<file path="src/design/lfsc_pkg.sv">
// Shared types, constants and helpers for the line follower steering controller.
package lfsc_pkg;

   localparam int AdcBitsDefault = 12;
   localparam int SensorCount = 8;
   localparam int PosWidth = 11;
   localparam int ErrWidth = 12;
   localparam int IntWidth = 24;
   localparam int DerWidth = 13;
   localparam int CtlWidth = 24;
   localparam int DutyWidth = 16;
   localparam int CsrIndexWidth = 3;
   localparam int CsrDataWidth = 16;
   localparam int NormWidth = 7;
   localparam int QueueDepth = 2;

   localparam logic [CsrIndexWidth-1:0] CSR_KP = 3'd0;
   localparam logic [CsrIndexWidth-1:0] CSR_KI = 3'd1;
   localparam logic [CsrIndexWidth-1:0] CSR_KD = 3'd2;
   localparam logic [CsrIndexWidth-1:0] CSR_SET_POINT = 3'd3;
   localparam logic [CsrIndexWidth-1:0] CSR_INT_LIMIT = 3'd4;
   localparam logic [CsrIndexWidth-1:0] CSR_ERR_LIMIT = 3'd5;
   localparam logic [CsrIndexWidth-1:0] CSR_MAX_DUTY = 3'd6;
   localparam logic [CsrIndexWidth-1:0] CSR_MIN_DUTY = 3'd7;

   // classified item handed from front to back
   typedef struct packed {
      logic             is_tick;
      logic             enable;
      logic             any;
      logic             has_den;
      logic signed [11:0] wsum;   // weighted sum of the pair (+-1200 range)
      logic [7:0]       den;      // pair sum, at most 200
   } work_type;

   typedef enum logic [3:0] {
      ST_IDLE,
      ST_POS_DIV,
      ST_STEER,
      ST_TICK,
      ST_MUL,
      ST_MUL_DIV,
      ST_CTL_SUM,
      ST_DONE
   } state_type;

   // round v*100/3500 = round(v/35) for 500 < v < 3500
   function automatic logic [NormWidth-1:0] norm_mid(input logic [11:0] v);
      logic [23:0] prod;
      logic [11:0] q;
      logic [12:0] r;
      begin
         // floor(v/35) via reciprocal, then one correction step
         prod = v * 12'd1872;           // 65520/35 = 1872
         q = 12'(prod[23:16]);
         r = {1'b0, v} - 13'(q * 35);
         if (r >= 13'd35) begin
            q = q + 12'd1;
            r = r - 13'd35;
         end
         if (r >= 13'd18) q = q + 12'd1;
         norm_mid = q[NormWidth-1:0];
      end
   endfunction

endpackage

</file>
<file path="src/design/lfsc_front.sv">
// Front part: normalizes sensors, picks the neighbor pair and classifies the item.
module lfsc_front #(
   parameter int ADC_BITS = lfsc_pkg::AdcBitsDefault
) (
   input  logic                          req_push,
   output logic                          req_full,
   input  logic                          req_mode,
   input  logic                          req_enable,
   input  logic [8*12-1:0]               sensors,
   output logic                          q_push,
   input  logic                          q_full,
   output lfsc_pkg::work_type            q_data
);
   import lfsc_pkg::*;

   logic [NormWidth-1:0] n [SensorCount];
   logic any;
   logic signed [11:0] wsum;
   logic [7:0] den;
   logic [15:0] raw;

   always_comb begin
      any = 1'b0;
      raw = '0;
      for (int k = 0; k < SensorCount; k++) begin
         raw = 16'(sensors[k*12 +: 12]) & 16'((32'd1 << ADC_BITS) - 32'd1);
         if (raw <= 16'd500) n[k] = '0;
         else if (raw >= 16'd3500) n[k] = 7'd100;
         else n[k] = norm_mid(raw[11:0]);
         if (n[k] != '0) any = 1'b1;
      end
   end

   always_comb begin
      if (n[7] != 0 && n[0] == 0) begin
         wsum = 12'sd8 * 12'(n[7]) + 12'sd4 * 12'(n[6]);
         den = 8'(n[7]) + 8'(n[6]);
      end else if (n[0] != 0 && n[7] == 0) begin
         wsum = -(12'sd8 * 12'(n[0]) + 12'sd4 * 12'(n[1]));
         den = 8'(n[0]) + 8'(n[1]);
      end else if (n[6] != 0 && n[1] == 0) begin
         wsum = 12'sd4 * 12'(n[6]) + 12'sd2 * 12'(n[5]);
         den = 8'(n[6]) + 8'(n[5]);
      end else if (n[1] != 0 && n[6] == 0) begin
         wsum = -(12'sd4 * 12'(n[1]) + 12'sd2 * 12'(n[2]));
         den = 8'(n[1]) + 8'(n[2]);
      end else if (n[5] != 0) begin
         wsum = 12'sd2 * 12'(n[5]) + 12'(n[4]);
         den = 8'(n[5]) + 8'(n[4]);
      end else if (n[2] != 0) begin
         wsum = -(12'sd2 * 12'(n[2]) + 12'(n[3]));
         den = 8'(n[2]) + 8'(n[3]);
      end else begin
         wsum = 12'(n[4]) - 12'(n[3]);
         den = 8'(n[3]) + 8'(n[4]);
      end
   end

   assign req_full = q_full;
   assign q_push = req_push && !q_full;

   always_comb begin
      q_data.is_tick = req_mode;
      q_data.enable = req_enable;
      q_data.any = any;
      q_data.has_den = den != '0;
      q_data.wsum = wsum;
      q_data.den = den;
   end
endmodule

</file>
<file path="src/design/lfsc_queue.sv">
// Short queue between front and back parts.
module lfsc_queue (
   input  logic               clock,
   input  logic               reset,
   input  logic               push,
   output logic               full,
   input  lfsc_pkg::work_type wdata,
   input  logic               pop,
   output logic               empty,
   output lfsc_pkg::work_type rdata
);
   import lfsc_pkg::*;

   work_type mem_ff [QueueDepth];
   logic [0:0] wp_ff, wp_in, rp_ff, rp_in;
   logic [1:0] cnt_ff, cnt_in;

   assign full = cnt_ff == 2'(QueueDepth);
   assign empty = cnt_ff == 2'd0;
   assign rdata = mem_ff[rp_ff];

   always_comb begin
      wp_in = wp_ff;
      rp_in = rp_ff;
      cnt_in = cnt_ff;
      if (push && !full) wp_in = wp_ff + 1'b1;
      if (pop && !empty) rp_in = rp_ff + 1'b1;
      if ((push && !full) && !(pop && !empty)) cnt_in = cnt_ff + 2'd1;
      else if (!(push && !full) && (pop && !empty)) cnt_in = cnt_ff - 2'd1;
   end

   always_ff @(posedge clock) begin
      if (reset) begin
         wp_ff <= '0;
         rp_ff <= '0;
         cnt_ff <= '0;
      end else begin
         wp_ff <= wp_in;
         rp_ff <= rp_in;
         cnt_ff <= cnt_in;
      end
      if (push && !full) mem_ff[wp_ff] <= wdata;
   end
endmodule

</file>
<file path="src/design/lfsc_back.sv">
// Back part: position divide, steering, PID update and output register.
module lfsc_back (
   input  logic                  clock,
   input  logic                  reset,
   input  logic                  q_empty,
   output logic                  q_pop,
   input  lfsc_pkg::work_type    q_data,
   input  logic                  csr_write,
   input  logic [2:0]            csr_index,
   input  logic [15:0]           csr_data,
   output logic                  rsp_empty,
   input  logic                  rsp_pop,
   output logic [15:0]           rsp_right_duty,
   output logic [15:0]           rsp_left_duty,
   output logic signed [10:0]    rsp_line_position,
   output logic signed [11:0]    rsp_error_value,
   output logic [23:0]           rsp_control_value,
   output logic                  rsp_line_seen
);
   import lfsc_pkg::*;

   // configuration
   logic [15:0] kp_ff, ki_ff, kd_ff, il_ff, max_ff, min_ff;
   logic signed [10:0] sp_ff;
   logic [4:0] el_ff;

   // architectural state
   logic signed [10:0] pos_ff, pos_in;
   logic signed [11:0] err_ff, err_in, perr_ff, perr_in;
   logic signed [23:0] int_ff, int_in;
   logic signed [12:0] der_ff, der_in;
   logic [23:0] ctl_ff, ctl_in;
   logic [15:0] right_ff, right_in, left_ff, left_in;
   logic seen_ff, seen_in;

   state_type st_ff, st_in;
   work_type item_ff, item_in;
   logic rsp_valid_ff, rsp_valid_in;

   // position divider: (2*num+den) over 2*den, one quotient bit per cycle
   logic [17:0] dnum_ff, dnum_in, dq_ff, dq_in;
   logic [8:0] drem_ff, drem_in, dden_ff, dden_in;
   logic dneg_ff, dneg_in;
   logic [4:0] dcnt_ff, dcnt_in;

   // rounded divide by 100: one quotient byte per cycle
   logic [39:0] cnum_ff, cnum_in, cq_ff, cq_in;
   logic [6:0] crem_ff, crem_in;
   logic cneg_ff, cneg_in;
   logic [2:0] ccnt_ff, ccnt_in;

   // multiplier term sequencing
   logic [1:0] term_ff, term_in;
   logic signed [41:0] prod_ff, prod_in;
   logic signed [39:0] acc_ff, acc_in;

   logic [9:0] trial;
   logic [11:0] wabs;
   logic [14:0] cpart;
   logic [23:0] cmul;
   logic [7:0] cdig;
   logic [15:0] crest;
   logic [41:0] pabs;
   logic [16:0] gain;
   logic signed [24:0] opnd;
   logic signed [24:0] il_ext, inew;
   logic signed [12:0] lim;
   logic signed [16:0] tduty, floor_duty, boost;
   logic [39:0] acc_abs;
   logic signed [18:0] qsigned;
   logic signed [39:0] csigned;

   always_comb begin
      st_in = st_ff;
      item_in = item_ff;
      rsp_valid_in = rsp_valid_ff;
      pos_in = pos_ff; err_in = err_ff; perr_in = perr_ff; int_in = int_ff;
      der_in = der_ff; ctl_in = ctl_ff; right_in = right_ff; left_in = left_ff;
      seen_in = seen_ff;
      dnum_in = dnum_ff; dq_in = dq_ff; drem_in = drem_ff; dden_in = dden_ff;
      dneg_in = dneg_ff; dcnt_in = dcnt_ff;
      cnum_in = cnum_ff; cq_in = cq_ff; crem_in = crem_ff; cneg_in = cneg_ff;
      ccnt_in = ccnt_ff;
      term_in = term_ff; prod_in = prod_ff; acc_in = acc_ff;
      q_pop = 1'b0;
      trial = '0;
      gain = '0;
      opnd = '0;
      wabs = q_data.wsum[11] ? 12'(-q_data.wsum) : 12'(q_data.wsum);
      // quotient digit of (rem*256 + byte)/100 by reciprocal, then one correction
      cpart = {crem_ff, cnum_ff[39:32]};
      cmul = 24'(cpart) * 24'd655;
      cdig = cmul[23:16];
      crest = 16'(cpart) - 16'(16'(cdig) * 16'd100);
      if (crest >= 16'd100) begin
         cdig = cdig + 8'd1;
         crest = crest - 16'd100;
      end
      pabs = prod_ff[41] ? 42'(-prod_ff) : 42'(prod_ff);
      il_ext = 25'(il_ff) * 25'sd100;
      inew = '0;
      lim = 13'(el_ff) * 13'sd100;
      floor_duty = (min_ff > max_ff) ? 17'(max_ff) : 17'(min_ff);
      tduty = 17'(max_ff) - 17'(ctl_ff > 24'd65535 ? 24'd65535 : ctl_ff);
      boost = '0;
      acc_abs = acc_ff[39] ? 40'(-acc_ff) : 40'(acc_ff);
      qsigned = dneg_ff ? -$signed({1'b0, dq_ff}) : $signed({1'b0, dq_ff});
      csigned = cneg_ff ? -$signed(cq_ff) : $signed(cq_ff);
      if (rsp_valid_ff && rsp_pop) rsp_valid_in = 1'b0;
      case (st_ff)
         ST_IDLE: begin
            if (!q_empty && !(rsp_valid_ff && !rsp_pop)) begin
               q_pop = 1'b1;
               item_in = q_data;
               rsp_valid_in = 1'b0;
               if (q_data.is_tick) begin
                  st_in = q_data.enable ? ST_TICK : ST_MUL;
                  term_in = 2'd0;
                  acc_in = '0;
               end else if (!q_data.enable) begin
                  st_in = ST_DONE;
               end else begin
                  seen_in = q_data.any;
                  if (q_data.any && q_data.has_den) begin
                     dnum_in = 18'(wabs) * 18'd200 + 18'(q_data.den);
                     dneg_in = q_data.wsum[11];
                     dden_in = {q_data.den, 1'b0};
                     dq_in = '0;
                     drem_in = '0;
                     dcnt_in = 5'd18;
                     st_in = ST_POS_DIV;
                  end else if (q_data.any) begin
                     st_in = ST_STEER;
                  end else begin
                     st_in = ST_DONE;
                  end
               end
            end
         end
         ST_POS_DIV: begin
            if (dcnt_ff != 5'd0) begin
               trial = {drem_ff, dnum_ff[17]};
               dnum_in = dnum_ff << 1;
               if (trial >= {1'b0, dden_ff}) begin
                  drem_in = 9'(trial - {1'b0, dden_ff});
                  dq_in = {dq_ff[16:0], 1'b1};
               end else begin
                  drem_in = trial[8:0];
                  dq_in = {dq_ff[16:0], 1'b0};
               end
               dcnt_in = dcnt_ff - 5'd1;
            end else begin
               pos_in = 11'(qsigned);
               st_in = ST_STEER;
            end
         end
         ST_MUL_DIV: begin
            if (ccnt_ff == 3'd6) begin
               // |p| + 50 then floor over 100 rounds halves away from zero
               cnum_in = 40'(pabs) + 40'd50;
               cneg_in = prod_ff[41];
               cq_in = '0;
               crem_in = '0;
               ccnt_in = 3'd5;
            end else if (ccnt_ff != 3'd0) begin
               cnum_in = cnum_ff << 8;
               cq_in = {cq_ff[31:0], cdig};
               crem_in = crest[6:0];
               ccnt_in = ccnt_ff - 3'd1;
            end else begin
               acc_in = acc_ff + csigned;
               term_in = term_ff + 2'd1;
               st_in = (term_ff == 2'd2) ? ST_CTL_SUM : ST_MUL;
            end
         end
         ST_STEER: begin
            if (13'(err_ff) > lim) begin
               right_in = '0; left_in = max_ff;
            end else if (13'(err_ff) < -lim) begin
               right_in = max_ff; left_in = '0;
            end else if (err_ff > 0 && 13'(err_ff) < lim) begin
               if (ctl_ff > 24'(max_ff) || tduty < 17'(min_ff)) tduty = floor_duty;
               right_in = tduty[15:0]; left_in = max_ff;
            end else if (err_ff < 0 && 13'(err_ff) > -lim) begin
               if (ctl_ff > 24'(max_ff) || tduty < 17'(min_ff)) tduty = floor_duty;
               left_in = tduty[15:0]; right_in = max_ff;
            end else begin
               boost = 17'((18'(right_ff) + 18'(left_ff)) >> 1) + 17'sd5000;
               if (boost > 17'(max_ff)) boost = 17'(max_ff);
               right_in = boost[15:0]; left_in = boost[15:0];
            end
            st_in = ST_DONE;
         end
         ST_TICK: begin
            err_in = 12'(sp_ff) + 12'(pos_ff);
            inew = 25'(int_ff);
            if (inew < il_ext && inew > -il_ext) inew = inew + 25'(err_in);
            else if (inew > il_ext) inew = il_ext;
            else if (inew < -il_ext) inew = -il_ext;
            int_in = 24'(inew);
            der_in = 13'(err_in) - 13'(perr_ff);
            perr_in = err_in;
            st_in = ST_MUL;
         end
         ST_MUL: begin
            case (term_ff)
               2'd0: begin gain = {1'b0, kp_ff}; opnd = 25'(err_ff); end
               2'd1: begin gain = {1'b0, ki_ff}; opnd = 25'(int_ff); end
               default: begin gain = {1'b0, kd_ff}; opnd = 25'(der_ff); end
            endcase
            prod_in = 42'($signed(gain) * opnd);
            ccnt_in = 3'd6;
            st_in = ST_MUL_DIV;
         end
         ST_CTL_SUM: begin
            ctl_in = (acc_abs > 40'd16777215) ? 24'hFFFFFF : acc_abs[23:0];
            st_in = ST_DONE;
         end
         ST_DONE: begin
            if (!item_ff.enable) begin
               right_in = '0; left_in = '0;
            end
            rsp_valid_in = 1'b1;
            st_in = ST_IDLE;
         end
         default: st_in = ST_IDLE;
      endcase
   end

   always_ff @(posedge clock) begin
      if (reset) begin
         st_ff <= ST_IDLE;
         rsp_valid_ff <= 1'b0;
         kp_ff <= 16'd10000; ki_ff <= 16'd1; kd_ff <= 16'd1000; sp_ff <= '0;
         il_ff <= 16'd1000; el_ff <= 5'd6; max_ff <= 16'd49999; min_ff <= 16'd10000;
         pos_ff <= '0; err_ff <= '0; perr_ff <= '0; int_ff <= '0; der_ff <= '0;
         ctl_ff <= '0; right_ff <= '0; left_ff <= '0; seen_ff <= 1'b0;
      end else begin
         st_ff <= st_in;
         rsp_valid_ff <= rsp_valid_in;
         pos_ff <= pos_in; err_ff <= err_in; perr_ff <= perr_in; int_ff <= int_in;
         der_ff <= der_in; ctl_ff <= ctl_in; right_ff <= right_in; left_ff <= left_in;
         seen_ff <= seen_in;
         if (csr_write) begin
            case (csr_index)
               CSR_KP: kp_ff <= csr_data;
               CSR_KI: ki_ff <= csr_data;
               CSR_KD: kd_ff <= csr_data;
               CSR_SET_POINT: sp_ff <= csr_data[10:0];
               CSR_INT_LIMIT: il_ff <= csr_data;
               CSR_ERR_LIMIT: el_ff <= csr_data[4:0];
               CSR_MAX_DUTY: max_ff <= csr_data;
               CSR_MIN_DUTY: min_ff <= csr_data;
               default: ;
            endcase
         end
      end
      item_ff <= item_in;
      dnum_ff <= dnum_in; dq_ff <= dq_in; drem_ff <= drem_in; dden_ff <= dden_in;
      dneg_ff <= dneg_in; dcnt_ff <= dcnt_in;
      cnum_ff <= cnum_in; cq_ff <= cq_in; crem_ff <= crem_in; cneg_ff <= cneg_in;
      ccnt_ff <= ccnt_in;
      term_ff <= term_in; prod_ff <= prod_in; acc_ff <= acc_in;
   end

   assign rsp_empty = !rsp_valid_ff;
   assign rsp_right_duty = right_ff;
   assign rsp_left_duty = left_ff;
   assign rsp_line_position = pos_ff;
   assign rsp_error_value = err_ff;
   assign rsp_control_value = ctl_ff;
   assign rsp_line_seen = seen_ff;
endmodule

</file>
<file path="src/design/line_follower_steering_controller_unit.sv">
// Top level of the line follower steering controller.
// Items enter through a queue-like port: req_push with req_full; a mode 0
// item is a sensor frame of eight samples, a mode 1 item a control tick.
// Each item yields one result on the rsp_ side, read by rsp_pop while
// rsp_empty is low; results carry the held duties, position, error,
// control value and the line seen flag.
// The user must write gains, limits and duties through csr_write/csr_index/
// csr_data only while no item is in flight; the block does not enforce this.
// A front stage classifies each frame in its accept cycle and a two-entry
// queue feeds the back part, which runs one item at a time. A frame with
// a line passes the 18-step serial position divide, steering and the done
// state; an enabled tick passes the error and integral update and three
// multiplies, each rounded over 100 by a serial divide, then the control
// sum; a disabled tick skips the integral update; a frame without a divisor
// goes straight to steering and a dark or disabled frame to the done state.
// The next item is taken only when the output register is free or popped.
// A finished result waits in the output register; while it is not taken
// the back part holds, the queue fills and req_full rises.
// Reset restores the register defaults and clears the architectural state to zero.
module line_follower_steering_controller_unit #(
   parameter int ADC_BITS = lfsc_pkg::AdcBitsDefault
) (
   input  logic               clock,
   input  logic               reset,
   input  logic               req_push,
   output logic               req_full,
   input  logic               req_mode,
   input  logic               req_enable,
   input  logic [11:0]        req_sensor_0,
   input  logic [11:0]        req_sensor_1,
   input  logic [11:0]        req_sensor_2,
   input  logic [11:0]        req_sensor_3,
   input  logic [11:0]        req_sensor_4,
   input  logic [11:0]        req_sensor_5,
   input  logic [11:0]        req_sensor_6,
   input  logic [11:0]        req_sensor_7,
   output logic               rsp_empty,
   input  logic               rsp_pop,
   output logic [15:0]        rsp_right_duty,
   output logic [15:0]        rsp_left_duty,
   output logic signed [10:0] rsp_line_position,
   output logic signed [11:0] rsp_error_value,
   output logic [23:0]        rsp_control_value,
   output logic               rsp_line_seen,
   input  logic               csr_write,
   input  logic [2:0]         csr_index,
   input  logic [15:0]        csr_data
);
   import lfsc_pkg::*;

   logic q_push, q_full, q_pop, q_empty;
   work_type q_wdata, q_rdata;

   lfsc_front #(.ADC_BITS(ADC_BITS)) u_front (
      .req_push, .req_full, .req_mode, .req_enable,
      .sensors({req_sensor_7, req_sensor_6, req_sensor_5, req_sensor_4,
                req_sensor_3, req_sensor_2, req_sensor_1, req_sensor_0}),
      .q_push, .q_full, .q_data(q_wdata)
   );

   lfsc_queue u_queue (
      .clock, .reset, .push(q_push), .full(q_full), .wdata(q_wdata),
      .pop(q_pop), .empty(q_empty), .rdata(q_rdata)
   );

   lfsc_back u_back (
      .clock, .reset, .q_empty, .q_pop, .q_data(q_rdata),
      .csr_write, .csr_index, .csr_data,
      .rsp_empty, .rsp_pop, .rsp_right_duty, .rsp_left_duty,
      .rsp_line_position, .rsp_error_value, .rsp_control_value, .rsp_line_seen
   );
endmodule

</file>
<file path="config.mk">
export PLATFORM = sky130hd
export DESIGN_NAME = line_follower_steering_controller_unit
export DESIGN_NICKNAME = d
export VERILOG_FILES = /design/src/design/lfsc_pkg.sv /design/src/design/lfsc_front.sv /design/src/design/lfsc_queue.sv /design/src/design/lfsc_back.sv /design/src/design/line_follower_steering_controller_unit.sv
export SDC_FILE = /design/constraint.sdc
export NUM_CORES = 2
export LEC_CHECK = 0
export BUFFER_PORTS_ARGS = -buffer_cell sky130_fd_sc_hd__buf_2
export CAP_MARGIN = 20
export CORE_UTILIZATION = 30
export DETAILED_ROUTE_END_ITERATION = 10
export PLACE_DENSITY = 0.45
export SYNTH_ARGS = -nofsm -noshare
export SYNTH_HDL_FRONTEND = slang
export SYNTH_SLANG_ARGS = --single-unit
</file>
<file path="constraint.sdc">
create_clock -name clock -period 13.7 [get_ports clock]
set_input_delay 0.685 -clock clock [delete_from_list [all_inputs] [get_ports clock]]
set_output_delay 0.685 -clock clock [all_outputs]
set_load 0.02 [all_outputs]
</file>
# --- Yosys cells after proc, flatten, opt, wreduce, memory -nomap -nowiden ---
# Memory sizes are Yosys's and may differ from the RTL's. A register that Yosys moved wholly into a read port is not among the register bits.
# Cells that the tools add are included.
classes:
  n_addsub: 76
  mul: 22
  n_lt_le_gt_ge: 50
  n_eq_ne: 29
  n_mux: 187
  bitwise: 2
  reduce_logical: 71
ops:
  columns: ["cell", "n"]
  rows:
  - ["$mux W40", 10]
  - ["$mux W7", 50]
  - ["$mux W13", 24]
  - ["$mux W16", 12]
  - ["$mul A12 B7 Y19 const B", 8]
  - ["$neg A40 Y40", 3]
  - ["$add A7 B1 Y7 const B", 16]
  - ["$ge A13 B5 Y1 const B", 8]
  - ["$ge A13 B6 Y1 const B", 8]
  - ["$mul A7 B6 Y13 const B", 8]
  - ["$sub A12 B13 Y13", 8]
  - ["$sub A13 B6 Y13 const B", 8]
  - ["$ge A12 B12 Y1 const B", 8]
  - ["$le A12 B9 Y1 const B", 8]
  - ["$mux W24", 4]
  - ["$pmux W16 S2", 3]
  - ["$mux W18", 5]
  - ["$mux W12", 7]
  - ["$pmux W40 S2", 1]
  - ["$mux W11", 6]
  - ["$add A7 B7 Y8", 7]
  - ["$mux W8", 7]
  - ["$reduce_bool A7 Y1", 8]
  - ["$mux W9", 6]
  - ["other kinds (92)", 204]
totals:
  ff_bits: 466
  ramBits: 48
  in_bits: 122
  elab_cells: 474
  n_memories: 1
memory_table:
  columns: ["name", "depth", "word_bits", "rd", "rd_ports_with_merged_regs", "write_ports", "line_no", "rtl"]
  rows:
  - ["u_queue.mem_ff", 2, 24, 1, 1, 1, "lfsc_queue.sv:14", "work_type mem_ff [QueueDepth];"]

# --- Longest topological paths before layout ---
logic_depth:
  ltp_word: 20
  depth_mapped: 60
  mapped_depth_nobuf: 58

# --- Cells and area by module ---
# Synthesis repeated with hierarchy kept, for this count alone.
hier_totals:
  cells_unflattened: 10393
  hier_area_um2: 89080.4
by_module_without_submodules:
  columns: ["mod", "instances", "cells_each", "area_per_inst_um2", "seq_area_each_um2"]
  rows:
  - ["lfsc_back", 1, 6241, 53478.8, 11481.0]
  - ["lfsc_front", 1, 4052, 33657.3, 0.0]
  - ["lfsc_queue", 1, 100, 1944.4, 1541.5]

# --- Worst setup path before layout ---
# Ideal clock, no wire load.
synth_path:
  path_kind: "input-to-reg"
  startpoint: "in req_sensor_2[3]"
  endpoint: "mem u_queue.mem_ff[0][20] in the netlist's numbering (data pin)"
  setup_ns: 0.275
  arrival_ns: 12.665
  slack_ns: 0.760
  cell_stages: 53
  n_path_buf: 1
  cell_sequence: "inv_1 -> fa_1 -> inv_1 -> fa_1 -> ha_1 -> inv_1 -> fa_1 -> inv_1 -> ha_1 -> o21a_1 -> o21ai_0 -> o22ai_1 -> a211o_1 -> a31oi_1 -> o21bai_1 -> xor2_1 -> ha_1 -> ha_1 -> (+17 left out) -> or4_1 -> nand3_1 -> inv_1 -> nor3_1 -> nand2_1 -> nand2_1 -> ha_1 -> a21oi_1 -> o21bai_1 -> a21oi_1 -> nor2b_1 -> o21ai_0 -> nor4b_4 -> o31ai_2 -> o32a_1 -> a32o_1 -> nor4_2 -> nand4bb_1"
synth_rtl:
  columns: ["element", "line_no", "rtl"]
  rows:
  - ["start, declared", "line_follower_steering_controller_unit.sv:31", "input logic [11:0] req_sensor_2,"]
  - ["end, declared", "lfsc_queue.sv:14", null]

==> results.toml <==
[critical_path]
cp.required_ns = 14.12
cp-start-kind = "input pin"
crit_fanout = 7
cp_slowest_cell = "fa_1"
critPathArrivalTime_ns = 13.33
cpMostUsedCell = "inv_1"
reg2reg_setup_slack_ns = 3.23
slowest_delay_ns = 0.57
critical_path.endpoint_type = "register"
critPathKind = "in2reg"

[clock_tree]
holdBufCountCts = 0
clockBufferDepth = 3
clk_latency_ns = 0.70
h-tree-depth = 3
post_cts_buffers = 0
cts-root-buf = "clkbuf_16"
cts_num_sinks = 513
cts_tree = "done"
cts_resized = 0
cts_made_buffers = 70
clk_pin_slew_ns = 0.06

[synth]
synth_seq_cells = 513
yosysMostFrequentCell = "inv_1"
synthArstFlopShare_pct = 0
ys_seq_area_share_pct = 15.00
synth_common_cells = "inv_1 (1484), ha_1 (1435), nand2_1 (933)"
synth-main-ff-cell = "edfxtp_1"
netlist_instances = 10090
synth_area_leader_cell = "ha_1"
synth_top_area_share_pct = 20.69
synth_area_leaders = "ha_1 (21%), fa_1 (17%), edfxtp_1 (9.5%)"
synth_edf_count = 275
synth_area_um2 = 86790
synth_cell_types = 113
syn_nets = 12380
yosys_warnings = 0
avgSynthCellArea_um2 = 8.603

[sta]
clock-skew-final_ns = 0.02002
max_freq_mhz = 77.48
period_share_pct = 94.21
min_period_ns = 12.91
hold_viol_final = 0
tightest_slew_ns = 1.193
timing.setup.tns_ns = 0
hold_ws_ns = 0.1802
maxSlewViolCount = 0
setup_viol = 0
slew_headroom_pct = 20.45

[routing]
drt-total-wl_mm = 258.3
first_pass_iters = 6
drc = 0
drtIter0Drc = 3738
ant_nets = 0
vias_per_cell = 5.031
routedWlPerCell_um = 18.35
route.vias.total = 70830

[placement]
port_buffers = 203
place.gp.congestion = 0.8869
placed_cells = 13940
place.detailed.hpwl_mm = 214.2

[floorplan]
floorplan.initialDensity_pct = 30.15
die-area_um2 = 291400
chipHeight_um = 539.9
fp-row-count = 197
core_um2 = 287900
fp.dieW_um = 539.9
ios = 204

[grt]
grt.total_usage_pct = 17.59
grt_max_degree = 90
grt.overflow.total = 0
grt_pass1_wl_mm = 409.9
grt_pass1_vias = 71870
antenna_found_initial = 20

[final_layout]
area_growth_pct = 9.547
drive_gt1_share_pct = 6.142
fillers = 30140
finalNonFillerCells = 14080
layout.nets = 12530

[run]
maxCapViolCount = 0

[run_status]
status = "finished, final reports clean"

[min_path]
hold_class = "in2reg"
## kinds of logic (layout without fill, tap and decap cells)
group	Yosys count	count (layout)	share of synthesized area, %
AOI/OAI and AO/OA	2045	2045	15.70
xor gates and xnor gates	712	712	7.220
adders and majority gates	2177	2177	37.77
buffers and inverters	1732	1934	7.533
DFF	513	513	15.00
muxes	139	139	1.658
other	0	7	0
and+or+nand+nor	2770	2770	15.11
## sequential cells by signal, summed over array words and instances, names as in the netlist, 18 cells and up, named ones only
name	count
u_queue.mem_ff	48
u_back.dnum_ff	18
u_back.prod_ff	41
u_back.int_ff	24
u_back.cnum_ff	40
u_back.cq_ff	40
u_back.rsp_control_value	24
u_back.acc_ff	40
## cells in the final DEF (no fill, tap or decap), drive strengths merged, types with 186 or more instances in the layout
| master | instances |
|---|---|
| nand2 | 934 |
| o21ai | 355 |
| inv | 1486 |
| a21o | 215 |
| xnor2 | 439 |
| nor2 | 727 |
| xor2 | 271 |
| ha | 1435 |
| edfxtp | 275 |
| a21oi | 554 |
| buf | 319 |
| nor3 | 186 |
| fa | 739 |
| dfxtp | 238 |
## worst max-delay path, delay by kind of cell
family	cells	cell delay, ns
buffers and inverters	11	0.93
AND/OR/NAND/NOR	13	2.88
AO/OA/AOI/OAI	17	3.69
XOR/XNOR	2	0.40
multiplexers	1	0.29
adder cells (fa/ha/maj)	12	4.41
## stage by stage
| stage | utilization (%) | setup WS (ns) | area (um^2) |
|---|---|---|---|
| 6_report | 33.02 | 0.7928 | 95070 |
| 5_1_grt | 33.02 | -0.006176 | 95060 |
| 4_1_cts | 33.00 | 0.6820 | 95000 |
| 3_5_place_dp | 32.15 | -0.03465 | 92570 |
| 3_3_place_gp | 32.15 | 0.1735 | 92570 |
| 2_1_floorplan | - | 0.7601 | 86790 |
## final cells by class
cell class	instances	area, um^2	share of cell area (%)
clock buffer	90	1942	2.042
antenna	7	17.52	0.01842
clock inverter	37	486.7	0.5119
timing repair buffer	320	1903	2.002
inverter	1487	5583	5.872
sequential	513	13020	13.70
multi-input combinational	7843	67390	70.88
tap	3781	4731	4.976
## final timing paths
check / startpoint / endpoint / depth (start not counted)
setup / recovery: req_sensor_2[2] / u_queue.mem_ff[0][20] / 56
hold / removal: req_mode / u_queue.mem_ff[1][23] / 1
setup reg to reg: u_back.term_ff[1] / u_back.prod_ff[41] / 32
hold reg to reg: u_back.ki_ff[3] / u_back.ki_ff[3] / 2
## layer usage
layer	wire [um]	GRT usage, %	share of wire (%)
met4	7180	4.685	2.8
met2	122000	30.16	47
met3	8957	1.520	3.5
met1	120100	23.56	46
met5	68	0	0.026
Power is not shown: default switching activity piles up to over one toggle a cycle in this logic, so the estimate is an artifact.
